File: src/hdl/bscl_pkg.sv
// ----------------------------------------------------------------------------
// bscl_pkg: shared types and constants of the bounded sorted candidate list
// Codes, entry and cell report structs, and the sizes of the cell row and
// its reduction tree.
// ----------------------------------------------------------------------------
package bscl_pkg;

  localparam int LIST_DEPTH = 256;
  localparam int CNT_W      = 9;   // holds 0 .. LIST_DEPTH
  localparam int IDX_W      = 8;   // addresses one cell
  localparam int KEY_W      = 32;
  localparam int ID_W       = 32;
  localparam int CAP_RESET  = 64;

  // reduction tree: GRP_NUM groups of GRP_SIZE cells
  localparam int GRP_SIZE   = 16;
  localparam int GRP_W      = 4;
  localparam int GRP_NUM    = LIST_DEPTH / GRP_SIZE;

  typedef enum logic [1:0] {
    MODE_CLEAR  = 2'd0,
    MODE_INSERT = 2'd1,
    MODE_POP    = 2'd2,
    MODE_READ   = 2'd3
  } mode_t;

  typedef enum logic [1:0] {
    STAT_OK     = 2'd0,
    STAT_REJECT = 2'd1,
    STAT_DUP    = 2'd2,
    STAT_EMPTY  = 2'd3
  } status_t;

  typedef enum logic [1:0] {
    SEQ_IDLE,
    SEQ_CMP,
    SEQ_TREE,
    SEQ_DONE
  } seq_state_t;

  // operation broadcast to every cell
  typedef struct packed {
    mode_t              mode;
    logic [KEY_W-1:0]   key;
    logic [ID_W-1:0]    node;
    logic [CNT_W-1:0]   sel_idx;  // cursor for pop, index for read
    logic [CNT_W-1:0]   lim;      // cells below this hold live entries
  } op_t;

  // state update broadcast to every cell
  typedef struct packed {
    logic               ins_en;
    logic               pop_en;
    logic [CNT_W-1:0]   pos;
  } cmt_t;

  // one list entry, handed to the right-hand neighbor on a shift
  typedef struct packed {
    logic [KEY_W-1:0]   key;
    logic [ID_W-1:0]    node;
    logic               expd;
  } ent_t;

  // per-cell report into the reduction tree
  typedef struct packed {
    logic               dup;
    logic               tail;
    logic [KEY_W-1:0]   key;
    logic [ID_W-1:0]    node;
    logic               cand;
  } rpt_t;

  // reduced report: OR of flags and data, first candidate position
  typedef struct packed {
    logic               dup;
    logic               tail;
    logic [KEY_W-1:0]   key;
    logic [ID_W-1:0]    node;
    logic               found;
    logic [IDX_W-1:0]   first;
  } red_t;

endpackage

File: src/hdl/bscl_cell.sv
// ----------------------------------------------------------------------------
// bscl_cell: one slot of the sorted candidate row
// Holds one entry, compares it against the broadcast operation, and on
// insert either loads the new entry or takes its left neighbor's entry.
// ----------------------------------------------------------------------------
module bscl_cell (
  input  logic                        clk,
  input  logic                        rst_n,
  input  logic [bscl_pkg::IDX_W-1:0]  cell_idx,
  input  bscl_pkg::op_t               op_i,
  input  bscl_pkg::cmt_t              cmt_i,
  input  bscl_pkg::ent_t              left_i,
  output bscl_pkg::ent_t              ent_o,
  output bscl_pkg::rpt_t              rpt_o
);

  logic [bscl_pkg::KEY_W-1:0] dist_r;
  logic [bscl_pkg::ID_W-1:0]  node_r;
  logic                       expd_r;
  bscl_pkg::rpt_t             rpt_nxt;
  bscl_pkg::rpt_t             rpt_r;

  logic [bscl_pkg::CNT_W-1:0] pos_here;
  logic                       live;
  logic                       key_lt;
  logic                       key_gt;
  logic                       sel;

  assign pos_here = {1'b0, cell_idx};
  assign live     = pos_here < op_i.lim;
  assign key_lt   = dist_r < op_i.key;
  assign key_gt   = op_i.key < dist_r;
  assign sel      = live && (pos_here == op_i.sel_idx);

  always_comb begin
    rpt_nxt = '0;
    unique case (op_i.mode)
      bscl_pkg::MODE_INSERT: begin
        rpt_nxt.dup  = live && (node_r == op_i.node);
        rpt_nxt.tail = key_lt && (pos_here + 1'b1 == op_i.lim);
        rpt_nxt.cand = live && key_gt;
      end
      bscl_pkg::MODE_POP: begin
        // next unexpanded entry past the cursor
        rpt_nxt.cand = live && !expd_r && (pos_here > op_i.sel_idx);
        rpt_nxt.key  = sel ? dist_r : '0;
        rpt_nxt.node = sel ? node_r : '0;
      end
      bscl_pkg::MODE_READ: begin
        rpt_nxt.key  = sel ? dist_r : '0;
        rpt_nxt.node = sel ? node_r : '0;
      end
      bscl_pkg::MODE_CLEAR: begin
        rpt_nxt = '0;
      end
      default: begin
        rpt_nxt = '0;
      end
    endcase
  end

  always_ff @(posedge clk) begin
    rpt_r <= rpt_nxt;
  end

  always_ff @(posedge clk) begin
    if (cmt_i.ins_en) begin
      if (pos_here == cmt_i.pos) begin
        dist_r <= op_i.key;
        node_r <= op_i.node;
      end else if (pos_here > cmt_i.pos) begin
        dist_r <= left_i.key;
        node_r <= left_i.node;
      end
    end
  end

  always_ff @(posedge clk) begin
    if (!rst_n) begin
      expd_r <= 1'b0;
    end else if (cmt_i.ins_en) begin
      if (pos_here == cmt_i.pos) begin
        expd_r <= 1'b0;
      end else if (pos_here > cmt_i.pos) begin
        expd_r <= left_i.expd;
      end
    end else if (cmt_i.pop_en && (pos_here == cmt_i.pos)) begin
      expd_r <= 1'b1;
    end
  end

  assign ent_o = '{key: dist_r, node: node_r, expd: expd_r};
  assign rpt_o = rpt_r;

endmodule

File: config.mk
export PLATFORM = sky130hd
export DESIGN_NAME = bscl_cell
export DESIGN_NICKNAME = d
export VERILOG_FILES = /design/src/hdl/bscl_pkg.sv /design/src/hdl/bscl_cell.sv
export SDC_FILE = /design/constraint.sdc
export NUM_CORES = 1
export LEC_CHECK = 0
export BUFFER_PORTS_ARGS = -buffer_cell sky130_fd_sc_hd__buf_2
export CAP_MARGIN = 20
export CORE_MARGIN = 5
export CORE_UTILIZATION = 47
export CTS_BUF_LIST = sky130_fd_sc_hd__clkbuf_8 sky130_fd_sc_hd__clkbuf_16
export CTS_CLUSTER_DIAMETER = 120
export DETAILED_ROUTE_END_ITERATION = 7
export PLACE_DENSITY_LB_ADDON = 0.05
export SLEW_MARGIN = 20
export SYNTH_ARGS = -nofsm -noshare
export SYNTH_HDL_FRONTEND = slang
export SYNTH_SLANG_ARGS = --single-unit
File: constraint.sdc
create_clock -name clk -period 3.4 [get_ports clk]
set_input_delay 0.17 -clock clk [delete_from_list [all_inputs] [get_ports clk]]
set_output_delay 0.17 -clock clk [all_outputs]
set_load 0.01 [all_outputs]
==> results by group <==
Run status
  – Status: finished clean

Timing
  – Slew of the pin with the lowest slew margin: 0.949 ns
  – Fin. Hold Viols: 0
  – Slew headroom: 36.5%
  – Clock Skew: roughly 0.0073 ns
  – Setup violations, final: 0
  – Final period util: 69.1%
  – Total Neg Setup Slack: 0 ns
  – Max Freq: 426 MHz
  – Tmin final: between 2 and 2.5 ns
  – RSZ-0062 raised after global routing: no
  – Max-slew violations: 0
  – Setup slack after layout: between 1 and 1.5 ns

GRT
  – Total grt overflow: 0
  – Initial antenna violation count: 3
  – GR Util All Layers: 23.6%
  – Number of global-route vias before repair: 5953
  – Pin count of the biggest net entering global routing: 52
  – First-pass GRT wire length: 30100 um

Synth
  – Sequential area share after synthesis: 49.8%
  – Net Count, Synth: 802
  – Avg Cell Area, Syn: about 12 um^2
  – Cell Area, Synth: 6590 um^2
  – Gate Count Post-Synth: between 500 and 600
  – Synth area leader: edfxtp_1
  – Yosys reg bits: around 130
  – Cell variety after synth: 46
  – Area contributors post-synth: edfxtp_1 (29%), dfxtp_1 (21%), ha_1 (11%)
  – Top cell type's share of synthesized area: 29.1%
  – Yosys warns: 0

Place
  – Placement Setup Slack: a little under 0.9 ns
  – DP HPWL: 15700 um
  – RePlAce Congestion: 0.880
  – Placed cell count: between 1000 and 1500
  – Placed inst area: 8310 um^2
  – Buffers on Ports: 301

Cells and area
  – Fin nets: ~1100
  – Post-route cell area: 8890 um^2
  – Area growth syn-to-layout: 34.9%
  – Fillers: about 1100
  – Share of cells above drive strength 1: around 46%
  – Final Util: 64.3%
  – Final cell count without fillers: 1076
  – Most common cell after layout, fill and taps aside: buf_2
  – Commonest non-fill, non-tap cells in the layout: buf_2 (301), dfxtp_1 (68), mux2_2 (64), edfxtp_1 (64), inv_1 (62)

Setup path
  – Reg2reg start: dist_r[7]
  – CP max FO: 3
  – Worst setup path category: flip-flop to flip-flop
  – CP required: 3.68 ns
  – Worst EP arrival: ~2.6 ns
  – Crit-path cells: inv_1, ha_1, a21oi_1, o21ai_0, a221o_1, o311a_1, nor3_2, nor4_1
  – Type of element launching the critical path: flip-flop
  – Slowest cell on crit path: edfxtp_1
  – Critical Path End Type: flip-flop
  – Critical Path Max Stage Delay: between 0.3 and 0.4 ns
  – Crit path from: dist_r[7]
  – FF-to-FF setup slack: around 1.1 ns

Clock tree
  – CTS Buf Count: 17
  – CTS resizes: 0
  – Clock transition at path regs: roughly 0.06 ns
  – TritonCTS Sinks: 132
  – CTS tree: yes
  – H-Tree Depth: 4
  – Root buf cell: clkbuf_16
  – Clk_lat worst skew: 0.42 ns
  – Postcts setup bufs: 0
  – CTS Buffer Depth: 2

Power
  – Pwr dens: 454 nW/um^2
  – Leakage: 4.27 nW
  – Worst vdd ir: ~0.3 mV

Die
  – Die Span X: roughly 130 um
  – # rows: 43
  – Die area: 16500 um^2
  – Initial core utilization: between 40% and 50%
  – Die Y: between 100 and 150 um
  – Core footprint: ~14000 um^2
  – I/O Pins: between 300 and 400

Detailed routing
  – Pre-Repair DR Iteration Count: 4
  – DR WL/cell: 18.2 um
  – DR vias/cell: 5.13
  – DRC viols: 0
  – Initial drt markers: 295
  – Via count: 5517
  – Routed Antenna Nets: 0
  – Total Wirelength: 19600 um

Worst hold path
  – Hold crit path type: primary input to flip-flop
  – Hold path start: left_i[0]

Run
  – Total of max-cap violations: 0
-- path summary, 6_finish.rpt --
path,to,cells past startpoint
max,rpt_o[65],8
min,expd_r,3
max reg2reg,rpt_o[65],8
min reg2reg,rpt_o[33],1
-- state kept, by name, indices dropped and copies added (netlist names) --
register  flops
rpt_o        67
node_r       32
expd_r        1
dist_r       32
-- timing repair --
action                     in CTS  in global routing
hold buffers                    1                  0
hold endpoints to repair        1                  0
setup endpoints to repair       0                  0
-- cell type report --
class,instances,area (um^2),area share (%)
multi-input cells,365,3030,34.0
clock buffers,21,480,5.40
inverters,58,218,2.45
repair buffers,307,1570,17.6
diodes,2,5.00,0.0563
well taps,180,225,2.53
flip-flops and latches,132,3280,36.9
clock inverters,11,87.6,0.985
-- power by group --
group          internal (mW)  leakage (nW)  total (mW)  switching, mW
Clock                   1.07         0.290        1.75          0.676
Combinational          0.244          2.84       0.523          0.279
Sequential              1.73          1.13        1.77         0.0368
Total                   3.05          4.27        4.04          0.991
-- cells by family (layout without fill, tap and decap cells) --
kind of cell / after synthesis / after routing / synth area share [%]
AOI/OAI and AO/OA: 55 / 55 / 5.35
xor gates and xnor gates: 40 / 40 / 5.31
adders and majority gates: 60 / 60 / 11.4
buffers and inverters: 75 / 397 / 4.63
DFF: 132 / 132 / 49.8
muxes: 65 / 65 / 11.1
other: 0 / 2 / 0
and+or+nand+nor: 145 / 145 / 12.4
-- per-layer routing --
metal / global-route usage [%] / share of wire (%) / vias up
met5: 0 / 0.10 / -
met4: 10.9 / 3.1 / 2
met3: 7.68 / 8.2 / 44
met2: 39.3 / 49 / 221
met1: 27.8 / 40 / 2585
li1: - / - / 2665
-- synthesized netlist by cell type (all sizes together) --
cell	n
a21o	3
nand2b	2
mux2i	1
nor4	11
a211o	2
o21a	2
edfxtp	64
nor2	16
or2	1
o311a	1
a221o	1
a2111oi	1
a211oi	5
o31a	1
and3	3
nand3b	1
xnor2	7
o311ai	2
nand4b	3
nor3	34
clkbuf	8
o2bb2ai	1
nand4	13
nor2b	5
o211ai	2
mux2	64
buf	9
xor2	33
o41ai	1
o21ai	11
nand3	11
and2	34
nand2	10
nor4b	1
ha	60
dfxtp	68
a31oi	1
inv	58
a21oi	21
-- critical path: cells and delay by family (launching register included) --
family                   cells  cell delay, ns
AO/OA/AOI/OAI                4            1.08
AND/OR/NAND/NOR              2            0.40
flip-flops                   1            0.39
adder cells (fa/ha/maj)      1            0.26
buffers and inverters        1            0.09
-- metrics by stage --
step	hold WS (ns)	total power, mW
finish	0.0325	4.04
global route	0.0374	4.22
CTS	0.0123	4.07
detailed placement	0.414	2.32
global placement	0.412	2.31
floorplan	0.284	2.06
No activity file was read; power rests on OpenSTA's default activity.
